$ cat src/design/qrs_sqrt_cell.sv
// qrs_sqrt_cell: one digit of a pipelined integer square root (two radicand bits a cell)
// depends on nothing; chained by the solver core

module qrs_sqrt_cell #(
   parameter int RAD_BITS  = 66,
   parameter int SIDE_BITS = 8
) (
   input  logic                        clock,
   input  logic                        reset,
   input  logic                        prev_valid,
   input  logic [RAD_BITS-1:0]         prev_rad,
   input  logic [RAD_BITS/2+1:0]       prev_rem,
   input  logic [RAD_BITS/2-1:0]       prev_root,
   input  logic [SIDE_BITS-1:0]        prev_side,
   output logic                        valid_ff,
   output logic [RAD_BITS-1:0]         rad_ff,
   output logic [RAD_BITS/2+1:0]       rem_ff,
   output logic [RAD_BITS/2-1:0]       root_ff,
   output logic [SIDE_BITS-1:0]        side_ff
);

   localparam int RT = RAD_BITS / 2;
   localparam int RM = RT + 2;

   logic [RM-1:0]       rem_sh;
   logic [RM-1:0]       trial;
   logic                ge;
   logic [RAD_BITS-1:0] rad_in;
   logic [RM-1:0]       rem_in;
   logic [RT-1:0]       root_in;

   // bring down the next bit pair and try root*4+1
   always_comb begin
      rem_sh  = {prev_rem[RM-3:0], prev_rad[RAD_BITS-1:RAD_BITS-2]};
      trial   = {prev_root, 2'b01};
      ge      = (rem_sh >= trial);
      rem_in  = ge ? (rem_sh - trial) : rem_sh;
      root_in = {prev_root[RT-2:0], ge};
      rad_in  = {prev_rad[RAD_BITS-3:0], 2'b00};
   end

   // stage register
   always_ff @(posedge clock) begin
      if (reset) begin
         valid_ff <= 1'b0;
      end else begin
         valid_ff <= prev_valid;
      end
      rad_ff  <= rad_in;
      rem_ff  <= rem_in;
      root_ff <= root_in;
      side_ff <= prev_side;
   end

endmodule

$ cat config.mk
export PLATFORM = sky130hd
export DESIGN_NAME = qrs_sqrt_cell
export DESIGN_NICKNAME = d
export VERILOG_FILES = /design/src/design/qrs_sqrt_cell.sv
export SDC_FILE = /design/constraint.sdc
export NUM_CORES = 1
export LEC_CHECK = 0
export BUFFER_PORTS_ARGS = -buffer_cell sky130_fd_sc_hd__buf_4
export CAP_MARGIN = 20
export CELL_PAD_IN_SITES_DETAIL_PLACEMENT = 0
export CELL_PAD_IN_SITES_GLOBAL_PLACEMENT = 1
export CORE_ASPECT_RATIO = 1.75
export CORE_UTILIZATION = 30
export DETAILED_ROUTE_END_ITERATION = 8
export HOLD_SLACK_MARGIN = 0.06
export PLACE_DENSITY_LB_ADDON = 0.1
export SLEW_MARGIN = 20
export SYNTH_ARGS = -nofsm -noshare
export SYNTH_HDL_FRONTEND = slang
export SYNTH_SLANG_ARGS = --single-unit
$ cat constraint.sdc
create_clock -name clock -period 3.27 [get_ports clock]
set_input_delay 0.654 -clock clock [delete_from_list [all_inputs] [get_ports clock]]
set_output_delay 0.654 -clock clock [all_outputs]
set_load 0.01 [all_outputs]
# Word-level counts from Yosys, hierarchy flattened
# Cells that the tools add are included.
[totals]
regBits = 141
output_inout_bits = 143
[op_classes]
mux = 1
n_addsub = 1
order_cmp = 1
[op_table]
columns = ["op", "n"]
rows = [
  ["35-bit greater-or-equal comparator", 1],
  ["35-bit 2-to-1 mux", 1],
  ["35-bit subtractor", 1],
]

# Depth between registers and ports, before layout
[logic_depth]
ltp_word = 2
mapped_depth = 13
ltp_nobuf = 11

# Worst setup path after synthesis
# No wires, ideal clock.
[synth_timing]
path_kind = "input port to flip-flop"
start = "in prev_root[23]"
end = "reg rem_ff[32]"
arrival_time_ps = 2634
path_slack_ps = 579
stages = 11
t_required_ps = 3213
path_cell_list = "inv_1 -> ha_1 -> clkbuf_4 -> a21o_1 -> a21oi_1 -> o21bai_1 -> a211oi_1 -> o21ai_0 -> mux2_2 -> nor4_1 -> a21o_1"
[synth_via]
elab_chain_cells = 2
elab_cells_between_ends = 3
cone_classes = "add/sub (1); order compare (1); mux (1)"
[synth_lines]
columns = ["item", "line_no", "source"]
rows = [
  ["start, declared", "13", "input logic [RAD_BITS/2-1:0] prev_root,"],
  ["35-bit subtractor / 35-bit greater-or-equal comparator (equally long branches)", "37, 36", ""],
  ["35-bit 2-to-1 mux (*)", "37", "rem_in = ge ? (rem_sh - trial) : rem_sh;"],
  ["via rem_in[32]", "29", "logic [RM-1:0] rem_in;"],
  ["end signal, assigned", "50", "rem_ff <= rem_in;"],
  ["end, declared", "17", "output logic [RAD_BITS/2+1:0] rem_ff,"],
]
# Mark *: on every way through the listed nets, which the timed path passes. The rest lies on a longest branch.
# A chain may end at the register's enable or synchronous reset.

# Final worst setup path
[layout_timing]
start = "in prev_rem[0]"
end = "reg rem_ff[25]"
[layout_via]
elab_chain_cells = 2
elab_cells_between_ends = 3
cone_classes = "add/sub (1); order compare (1); mux (1)"
[layout_lines]
columns = ["item", "line_no", "source"]
rows = [
  ["start, declared", "12", "input logic [RAD_BITS/2+1:0] prev_rem,"],
  ["35-bit subtractor / 35-bit greater-or-equal comparator (equally long branches)", "37, 36", ""],
  ["35-bit 2-to-1 mux (*)", "37", ""],
  ["via rem_in[25]", "29", ""],
]
# Marked as above.

==> flow_summary.json <==
{
  "status": "completed",
  "cts_root_buf": "clkbuf_16",
  "syn_inst": 537,
  "die_area_um2": 18550,
  "cts_tree": "yes",
  "hpwlAfterDp_um": 14520,
  "synth-edff-count": 0,
  "setup_tns_ns": 0,
  "powerDensity_nw_per_um2": 579.9,
  "grt_setup_unrepaired": "false",
  "num_vias": 4954,
  "grt_max_degree": 31,
  "clock_path_buffers": 2,
  "end_kind": "flip-flop",
  "swShare_pct": 26.91,
  "timing.final.ws_setup_ns": 0.5754,
  "crit_fanout": 5,
  "routed_wl_um": 17480,
  "vias_per_cell": 4.537,
  "grt_pass1_wl_um": 26460,
  "dr.first_iter.drc_count": 132,
  "synth.distinct_cells": 63,
  "drive_gt1_share_pct": 41.81,
  "worst_pin_slew_ns": 0.5244,
  "leakage_nw": 4.167,
  "antenna_found_initial": 0,
  "synth_top_area_share_pct": 52.31,
  "clockPowerShare_pct": 40.2,
  "hp-class": "in -> reg",
  "yosysWarnings": 0,
  "drtPass1Iterations": 4,
  "ys.flop_type": "dfxtp_1",
  "die_h_um": 179.4,
  "intPower_mw": 3.599,
  "groute.usage.overall_pct": 19.21,
  "finalSetupViolations": 0,
  "whs_ns": 0.3369,
  "cts_resized": 0,
  "synth-seq-cells": 141,
  "yosysMostFrequentCell": "dfxtp_1",
  "drv_slew": 0,
  "period_share_pct": 82.40,
  "cts_num_sinks": 141,
  "synth_area_leader_cell": "dfxtp_1",
  "hold_viol": 0,
  "synth_area_um2": 5396,
  "gp_congestion": 0.8325,
  "pin_count": 288,
  "gr-total-overflow": 0,
  "synthToLayoutAreaGrowth_pct": 57.36,
  "numPortBuffers": 283,
  "n_fill_cell": 1683,
  "p_switching_mw": 1.325,
  "drt_drc_violations_left": 0,
  "drtAntennaViolNets": 0,
  "grt_pass1_vias": 5228,
  "die_w_um": 103.4,
  "cts-buffers-inserted": 17,
  "fin_crit_ns": 2.695,
  "n_antenna_cell": 0,
  "p_comb_share_pct": 21.0,
  "place_ws_ns": 0.1339,
  "final_core_util_pct": 48.42,
  "ir_worst_vdd_mv": 0.2820,
  "path_clk_slew_ns": 0.07,
  "placed_area_um2": 7876,
  "syn_avg_cell_area_um2": 10.05,
  "critPathLaunchType": "input port",
  "post_cts_buffers": 0,
  "final_nets": 1028,
  "worstPathArrival_ns": 3.00,
  "required_ns": 3.58,
  "critPathKind": "in -> reg",
  "cts_hold_buf": 0,
  "fmax_ghz": 0.3711,
  "slew_headroom_pct": 64.88,
  "power_frac_seq_pct": 38.8,
  "drv_cap": 0,
  "async_flop_share_pct": 0,
  "synth_common_cells": "dfxtp_1, a21oi_1, inv_1",
  "fp.coreArea_um2": 17540,
  "cts_max_level": 4,
  "finalInstanceArea_um2": 8492,
  "core.rowCount": 64,
  "synth_area_leaders": "dfxtp_1, ha_1, a21oi_1",
  "ys_seq_area_share_pct": 52.31,
  "initial_core_util_pct": 30.77,
  "post_drt_wl_per_cell_um": 16.01
}
==> through the flow <==
stage               power (mW)  std cells
floorplan                2.464        538
global placement         2.994       1060
detailed placement       2.999       1060
CTS                      5.010       1092
global route             5.193       1092
finish                   4.925       1092
==> area by class of cell <==
| cell class | count | area (um^2) | share of cell area [%] |
|---|---|---|---|
| inverters | 44 | 165.2 | 1.945 |
| clock buffers | 20 | 466.7 | 5.496 |
| flip-flops and latches | 141 | 2823 | 33.24 |
| repair buffers | 307 | 2305 | 27.14 |
| well taps | 231 | 289.0 | 3.404 |
| clock inverters | 12 | 148.9 | 1.753 |
| multi-input cells | 337 | 2295 | 27.02 |
==> worst max-delay path: stages <==
cell,delay [ns]
buf_4,0.11
ha_1,0.36
o211ai_1,0.22
o21ai_2,0.11
o2111ai_1,0.32
a21oi_1,0.18
or4b_4,0.59
a31oi_2,0.20
xor2_1,0.17
o21ai_0,0.09
==> kinds of logic after synthesis <==
logic type,Yosys count,share of synthesized area [%]
xor+xnor,27,4.382
flops,141,52.31
mux,1,0.2087
fa+ha+maj,35,8.115
simple gates,125,11.48
buf+inv,60,5.240
compound gates,147,18.20
other cells,1,0.06949
==> power groups by stage <==
stage               logic [mW]  registers, mW  clock network, mW
CTS                       1.05           1.91               2.04
finish                    1.03           1.91               1.98
floorplan                0.439           2.02                  0
global placement          1.05           1.95                  0
global route              1.14           1.93               2.13
detailed placement        1.05           1.95                  0
==> placed cells by master, fill, tap and decap left out, types with 6 or more instances in the layout <==
cell	count
nand4_1	9
dfxtp_1	141
ha_1	35
nand2_1	36
inv_1	44
xnor2_1	16
clkbuf_16	17
o21a_1	7
a21o_1	16
a21oi_1	52
nor2_1	33
nand3_1	10
buf_4	307
o21bai_1	6
xor2_1	11
nor3_1	9
o21ai_0	22
==> layer usage <==
| metal | routed length, um | track usage [%] | vias up |
|---|---|---|---|
| li1 | - | - | 2485 |
| met4 | 349 | 7.606 | 0 |
| met2 | 10120 | 38.49 | 202 |
| met1 | 5436 | 16.21 | 2247 |
| met5 | 0 | 0 | - |
| met3 | 1573 | 6.337 | 20 |
==> flip-flops by register name (all words and copies together) (netlist names) <==
signal    flops
root_ff      33
side_ff       8
rad_ff       64
valid_ff      1
rem_ff       35
==> path summary, 6_finish.rpt <==
path | startpoint | end | depth (start not counted)
min | prev_rad[58] | rad_ff[60] | 1
max | prev_rem[0] | rem_ff[25] | 10
No activity file was read; power rests on OpenSTA's default activity.
