File: src/design/qrs_div_cell.sv
// qrs_div_cell: one quotient bit of two restoring division lanes
// depends on nothing; chained by the solver core

module qrs_div_cell #(
   parameter int NUM_BITS  = 50,
   parameter int DEN_BITS  = 33,
   parameter int SIDE_BITS = 8
) (
   input  logic                             clock,
   input  logic                             reset,
   input  logic                             prev_valid,
   input  logic [1:0][NUM_BITS-1:0]         prev_num,
   input  logic [1:0][DEN_BITS-1:0]         prev_rem,
   input  logic [1:0][DEN_BITS-1:0]         prev_den,
   input  logic [SIDE_BITS-1:0]             prev_side,
   output logic                             valid_ff,
   output logic [1:0][NUM_BITS-1:0]         num_ff,
   output logic [1:0][DEN_BITS-1:0]         rem_ff,
   output logic [1:0][DEN_BITS-1:0]         den_ff,
   output logic [SIDE_BITS-1:0]             side_ff
);

   logic [1:0][DEN_BITS:0]   sh;
   logic [1:0][DEN_BITS:0]   diff;
   logic [1:0]               ge;
   logic [1:0][NUM_BITS-1:0] num_in;
   logic [1:0][DEN_BITS-1:0] rem_in;

   // shift in the next dividend bit, subtract divisor when it fits
   always_comb begin
      for (int l = 0; l < 2; l++) begin
         sh[l]     = {prev_rem[l], prev_num[l][NUM_BITS-1]};
         diff[l]   = sh[l] - {1'b0, prev_den[l]};
         ge[l]     = (sh[l] >= {1'b0, prev_den[l]});
         rem_in[l] = ge[l] ? diff[l][DEN_BITS-1:0] : sh[l][DEN_BITS-1:0];
         num_in[l] = {prev_num[l][NUM_BITS-2:0], ge[l]};
      end
   end

   // stage register
   always_ff @(posedge clock) begin
      if (reset) begin
         valid_ff <= 1'b0;
      end else begin
         valid_ff <= prev_valid;
      end
      num_ff  <= num_in;
      rem_ff  <= rem_in;
      den_ff  <= prev_den;
      side_ff <= prev_side;
   end

endmodule

File: config.mk
export PLATFORM = sky130hd
export DESIGN_NAME = qrs_div_cell
export DESIGN_NICKNAME = d
export VERILOG_FILES = /design/src/design/qrs_div_cell.sv
export SDC_FILE = /design/constraint.sdc
export NUM_CORES = 1
export LEC_CHECK = 0
export ABC_AREA = 1
export BUFFER_PORTS_ARGS = -buffer_cell sky130_fd_sc_hd__buf_2
export CAP_MARGIN = 30
export CORE_AREA = 2 2 188 190
export CTS_CLUSTER_SIZE = 8
export DETAILED_ROUTE_END_ITERATION = 8
export DIE_AREA = 0 0 190 192
export SLEW_MARGIN = 25
export SYNTH_ARGS = -nofsm -noshare
export SYNTH_HDL_FRONTEND = slang
export SYNTH_SLANG_ARGS = --single-unit
File: constraint.sdc
create_clock -name clock -period 2.6 [get_ports clock]
set_input_delay 0.39 -clock clock [delete_from_list [all_inputs] [get_ports clock]]
set_output_delay 0.39 -clock clock [all_outputs]
set_load 0.02 [all_outputs]
-- After elaboration in Yosys (flattened, before gate mapping)
Index checks and enable logic that the tools add are counted.
- $add $sub $neg: 2
- multipliers: 0
- divide/modulo/power cells: 0
- magnitude comparators: 2
- equal/unequal tests: 0
- shifts and indexed selects: 0
- multiplexer cells: 2
- bitwise operators: 0
- reduce and logical (&&, ||, !) cells: 0
- operators by type and width (operator ; count):
    >= comparator 34 x 33 -> 1 bit ; 2
    two-way mux 33 bit ; 2
    subtractor 33 bit ; 2
- register bits: 241
- bits in latches: 0
- bits in writable memories: 0
- bits in read-only memories: 0
- input port bits: 243
- output and inout bits: 241
- word-level logic and storage cells: 14
- memories: 0

-- Longest topological paths before layout
Gate-level depths: netlist (run 1).
- depth after elaboration: 2
- gate-level depth with buffers: 15
- mapped depth without buffers: 15

-- Worst setup path after synthesis (run 1)
No wires, ideal clock.
- path type: input to register
- start point: input prev_num[49] (netlist name)
- end point: register rem_ff[25] (netlist name)
- library setup time: 0.112 ns
- arrival: 1.822 ns
- data required time: 2.488 ns
- path slack: 0.666 ns
- stages: 13
- buffers on the path: 1
- path through: inv_1 ha_1 inv_1 fa_1 nand3_1 nand3_2 nand2_2 nand2_1 nand2_2 nand2_8 buf_8 nand3_2 nand2_1
- RTL lines (what ; RTL line ; text):
    start: declaration ; 12 ; input logic [1:0][NUM_BITS-1:0] prev_num,
    end signal: assignment ; 48 ; rem_ff <= rem_in;
    end: declaration ; 18 ; output logic [1:0][DEN_BITS-1:0] rem_ff,

==> impl_metrics.ini, run 1 <==
[outcome]
status = completed

[sta]
max_freq_mhz = 420
fin_ws_ps = 221
drv_slew = 0
period_needed_ps = 2380
tightest_slew_ps = 378
hold_ws_ps = 34.2
slew_headroom_pct = 74.6
fin_crit_sh_pct = 91.5
setup_viol = 0
rsz0062_at_grt = false
finalHoldViolCount = 0
fin_setup_tns_ps = 0

[synthesis]
syn_area_sq_um = 11400
yosysWarnings = 0
yosysSeqAreaShare_pct = 42.2
syn_area_per_cell_sq_um = 7.15
synth_seq_cells = 241
syn-num-nets = 1911
yosysUniqueCellTypes = 33
synth_cells = 1600

[placement]
routabilityCongestion = 0.927
dp.cells = 2528
pre_cts_slack_ps = 170
dpl.hpwl_mm = 31.1
place_area_sq_um = 14400
portBuffers = 483

[power_and_ir_drop]
peakVddDrop_mv = 0.533
power_density_nw_per_um2 = 649
leakagePower_nw = 9.65
power_mw = 11.0

[worst_setup_path]
crit_arrival_ps = 2840
cp-end-kind = register
crit_required_ps = 3060
crit_fanout = 35
critPathLaunchType = primary input
criticalPathCategory = in -> reg

[floorplan]
rows = 68
fp.dieW_um = 190
core_sq_um = 34300
pin_count = 484
initial_core_util_pct = 33.4
die_area_sq_um = 36500
die_y_um = 192

[clocking]
clock_path_buffers = 3
clock-root-buffer = clkbuf_16
cts_tree = done
numCtsBuffers = 36
cts_resized = 0
cts_max_level = 2
clk_pin_slew_ps = 50
cts_sinks = 241

[layout]
final_cell_mix = nand2_1, buf_2, inv_1
syn2layout_area_growth_pct = 48.5
num-fill-cells = 3315
drive_gt1_share_pct = 26.3
layoutNonFillerInstCount = 2738
design_area_sq_um = 17000
nNetsFinal = 2589
layout_commonest_cell = nand2_1
final_util_pct = 49.5

[drt]
viasPerCell = 4.40
ant_nets = 0
wl_per_cell_um = 14.7
drt_wl_total_mm = 40.1
drc_errors = 0
drtIter0Drc = 618
via_count = 12000
dr.pass1.iters = 5

[grt]
grt_overflow = 0
grt_pass1_wl_mm = 61.2
grt_pass1_vias = 11800
track_usage_pct = 21.3
antenna_found_initial = 2
grt_max_degree = 36

[min_path]
hold_path_class = in -> reg

[job]
cap_violations = 0
-- synthesized netlist by cell type (all sizes together) --
library cell | number | area [sq um]
and3 | 2 | 12.5
nor2 | 96 | 410
nand3b | 20 | 150
o21ai | 2 | 10.0
a21o | 4 | 30.0
ha | 66 | 826
nand4 | 6 | 37.5
nand3 | 135 | 826
and2 | 12 | 75.1
nor3 | 17 | 106
o21bai | 1 | 7.51
inv | 316 | 1190
xnor2 | 2 | 17.5
xor2 | 26 | 228
or2 | 5 | 31.3
nand2 | 589 | 2270
a21oi | 40 | 204
dfxtp | 241 | 4820
fa | 2 | 40.0
buf | 18 | 145
-- critical path, stage by stage --
cell           delay [ps]
dlygate4sd3_1         520
buf_2                 110
inv_1                  50
ha_1                  350
nand2_1               170
nor3_1                270
nand2_1               140
a21oi_1               240
nor2_4                100
nand2_8               250
nand3_1               120
nand2_1               110
-- registers in the layout (all words and copies together), names as in the netlist --
name	cells
num_ff	100
den_ff	66
rem_ff	66
side_ff	8
valid_ff	1
-- power by group --
part | total, mW | internal [mW] | switching [mW] | leakage (nW)
clock network | 4.07 | 2.48 | 1.59 | 0.469
logic | 2.80 | 1.04 | 1.76 | 7.15
registers | 4.15 | 4.06 | 0.0912 | 2.03
-- path summary, 6_finish.rpt --
path | startpoint | to | slack, ps | cells past startpoint
min | prev_den[63] | den_ff[63] | 30 | 1
max | prev_den[30] | rem_ff[2] | 220 | 12
-- routing by layer --
layer | track usage [%] | wire [um]
met5 | 0 | 0
met4 | 7.72 | 1140
met3 | 4.00 | 2760
met2 | 35.8 | 18300
met1 | 27.2 | 17900
-- cell type report --
| cell class | count | area [sq um] | area share (%) |
|---|---|---|---|
| inverter | 316 | 1190 | 6.98 |
| sequential | 241 | 4820 | 28.4 |
| antenna | 1 | 2.50 | 0.0147 |
| tap | 455 | 569 | 3.35 |
| clock inverter | 3 | 30.0 | 0.177 |
| timing repair buffer | 658 | 4170 | 24.6 |
| clock buffer | 39 | 922 | 5.43 |
| multi-input combinational | 1025 | 5280 | 31.1 |
-- kinds of logic (layout without fill, tap and decap cells) --
| kind of cell | after synthesis | count (layout) | share of synthesized area, % |
|---|---|---|---|
| simple gates | 882 | 882 | 34.3 |
| compound gates | 47 | 47 | 2.20 |
| other cells | 0 | 1 | 0 |
| fa+ha+maj | 68 | 68 | 7.57 |
| xor+xnor | 28 | 28 | 2.14 |
| flops | 241 | 241 | 42.2 |
| buf+inv | 334 | 1016 | 11.6 |
-- repair_timing --
action / 4_1_cts / 5_1_grt
setup endpoints to repair: 0 / 17
hold buffers: 166 / 0
setup buffers: 0 / 1
endpoints found under the hold margin: 166 / 0
Note: power is estimated with default switching activity, not from simulation.
==> run 2: changes to the inputs <==
- RECOVER_POWER: not set -> 25
==> run 2 against run 1 <==
Compared with the run above:
- fmax increased by 0.85%
- worst hold slack about the same
- combinational power about the same
- total power about the same
- via count decreased by 0.25%
- critical path depth unchanged
- sequential power about the same
==> impl_metrics.ini, run 2 (synthesized netlist as in run 1, its figures left out) <==
[sta]
period_needed_ps = 2360
finalHoldViolCount = 0
tightest_slew_ps = 389
max_freq_mhz = 424
fin_setup_tns_ps = 0
setup_viol = 0
fin_crit_sh_pct = 90.7
fin_ws_ps = 241
rsz0062_at_grt = false
slew_headroom_pct = 73.9
drv_slew = 0

[power_and_ir_drop]
peakVddDrop_mv = 0.530
leakagePower_nw = 9.56
power_density_nw_per_um2 = 650

[drt]
drc_errors = 0
ant_nets = 0
dr.pass1.iters = 5
drt_wl_total_mm = 40.1
via_count = 12000
viasPerCell = 4.38
drtIter0Drc = 548
wl_per_cell_um = 14.6

[clocking]
numCtsBuffers = 36
cts_sinks = 241
clock-root-buffer = clkbuf_16
clk_pin_slew_ps = 50
cts_max_level = 2
clock_path_buffers = 3
cts_tree = done

[worst_setup_path]
critPathLaunchType = primary input
crit_family = simple AND/OR/NAND/NOR gates
crit_fanout = 35
crit_required_ps = 3060
crit_arrival_ps = 2820
cp-startpoint = prev_den[30]
cp_slowest_cell = dlygate4sd3_1
cp_num_buf_inv = 3
critPathMostFrequentCell = nand2_1
cp-end-kind = register
criticalPathCategory = in -> reg
crit_chain = dlygate4sd3_1 > buf_2 > inv_1 > ha_1 > nand2_1 > nor3_1 > nand2_1 > a21oi_1 > nor2_4 > nand2_8 > nand3_1 > nand2_1
max_stage_delay_ps = 520

[placement]
dp.cells = 2528
pre_cts_slack_ps = 170
routabilityCongestion = 0.927
portBuffers = 483
dpl.hpwl_mm = 31.1

[floorplan]
die_y_um = 192
die_area_sq_um = 36500
fp.dieW_um = 190
rows = 68
initial_core_util_pct = 33.4
pin_count = 484
core_sq_um = 34300

[layout]
nNetsFinal = 2589
layoutNonFillerInstCount = 2738
drive_gt1_share_pct = 24.9
largest_reg_flops = 100
multi_input_area_sq_um = 5280
num-fill-cells = 3336
final_cell_mix = nand2_1, buf_2, inv_1
top_regs = num_ff x100, den_ff x66, rem_ff x66
layout_commonest_cell = nand2_1
syn2layout_area_growth_pct = 48.2
register_area_sq_um = 4820
largest-register = num_ff

[grt]
track_usage_pct = 21.3
grt_pass1_wl_mm = 61.2
grt_max_degree = 36
antenna_found_initial = 2
grt_pass1_vias = 11800
grt_overflow = 0

[min_path]
min_from = reset
hold_path_class = in -> reg

[job]
cap_violations = 0

[outcome]
status = completed
-- run 2: area by class of cell --
type	instances	area share, %
diodes	1	0.0148
clock buffers	39	5.44
clock inverters	3	0.177
inverters	316	7.00
multi-input cells	1025	31.2
flip-flops and latches	241	28.5
well taps	455	3.36
repair buffers	658	24.4
-- run 2: metrics by stage --
stage | instance area, sq um | utilization (%) | power (mW) | hold slack [ps]
4_1_cts | 17000 | 49.5 | 11.2 | 0.194
6_report | 16900 | 49.4 | 11.0 | 34.1
3_3_place_gp | 14400 | 41.9 | 6.80 | 492
3_5_place_dp | 14400 | 41.9 | 6.81 | 494
5_1_grt | 16900 | 49.4 | 11.6 | 17.1
2_1_floorplan | 11400 | - | 5.85 | 418
-- run 2: power by group --
group	internal, mW	switching [mW]	total [mW]
sequential	4.06	0.0909	4.15
combinational	1.04	1.76	2.80
clock	2.48	1.60	4.07
-- run 2: layer usage --
metal	routed length (um)	GRT usage [%]
met2	18300	35.8
met1	18000	27.2
met4	1140	7.72
met5	0	0
met3	2730	4.00
-- run 2: path summary, 6_finish.rpt --
path                    end  slack [ps]  cells past startpoint
setup / recovery  rem_ff[2]         240                     12
hold / removal     valid_ff          30                      2
-- run 2: what timing repair did --
item,CTS,global route
hold buffers,166,0
setup endpoints to repair,0,17
endpoints found under the hold margin,166,0
resized for setup,0,0
buffers inserted,0,1
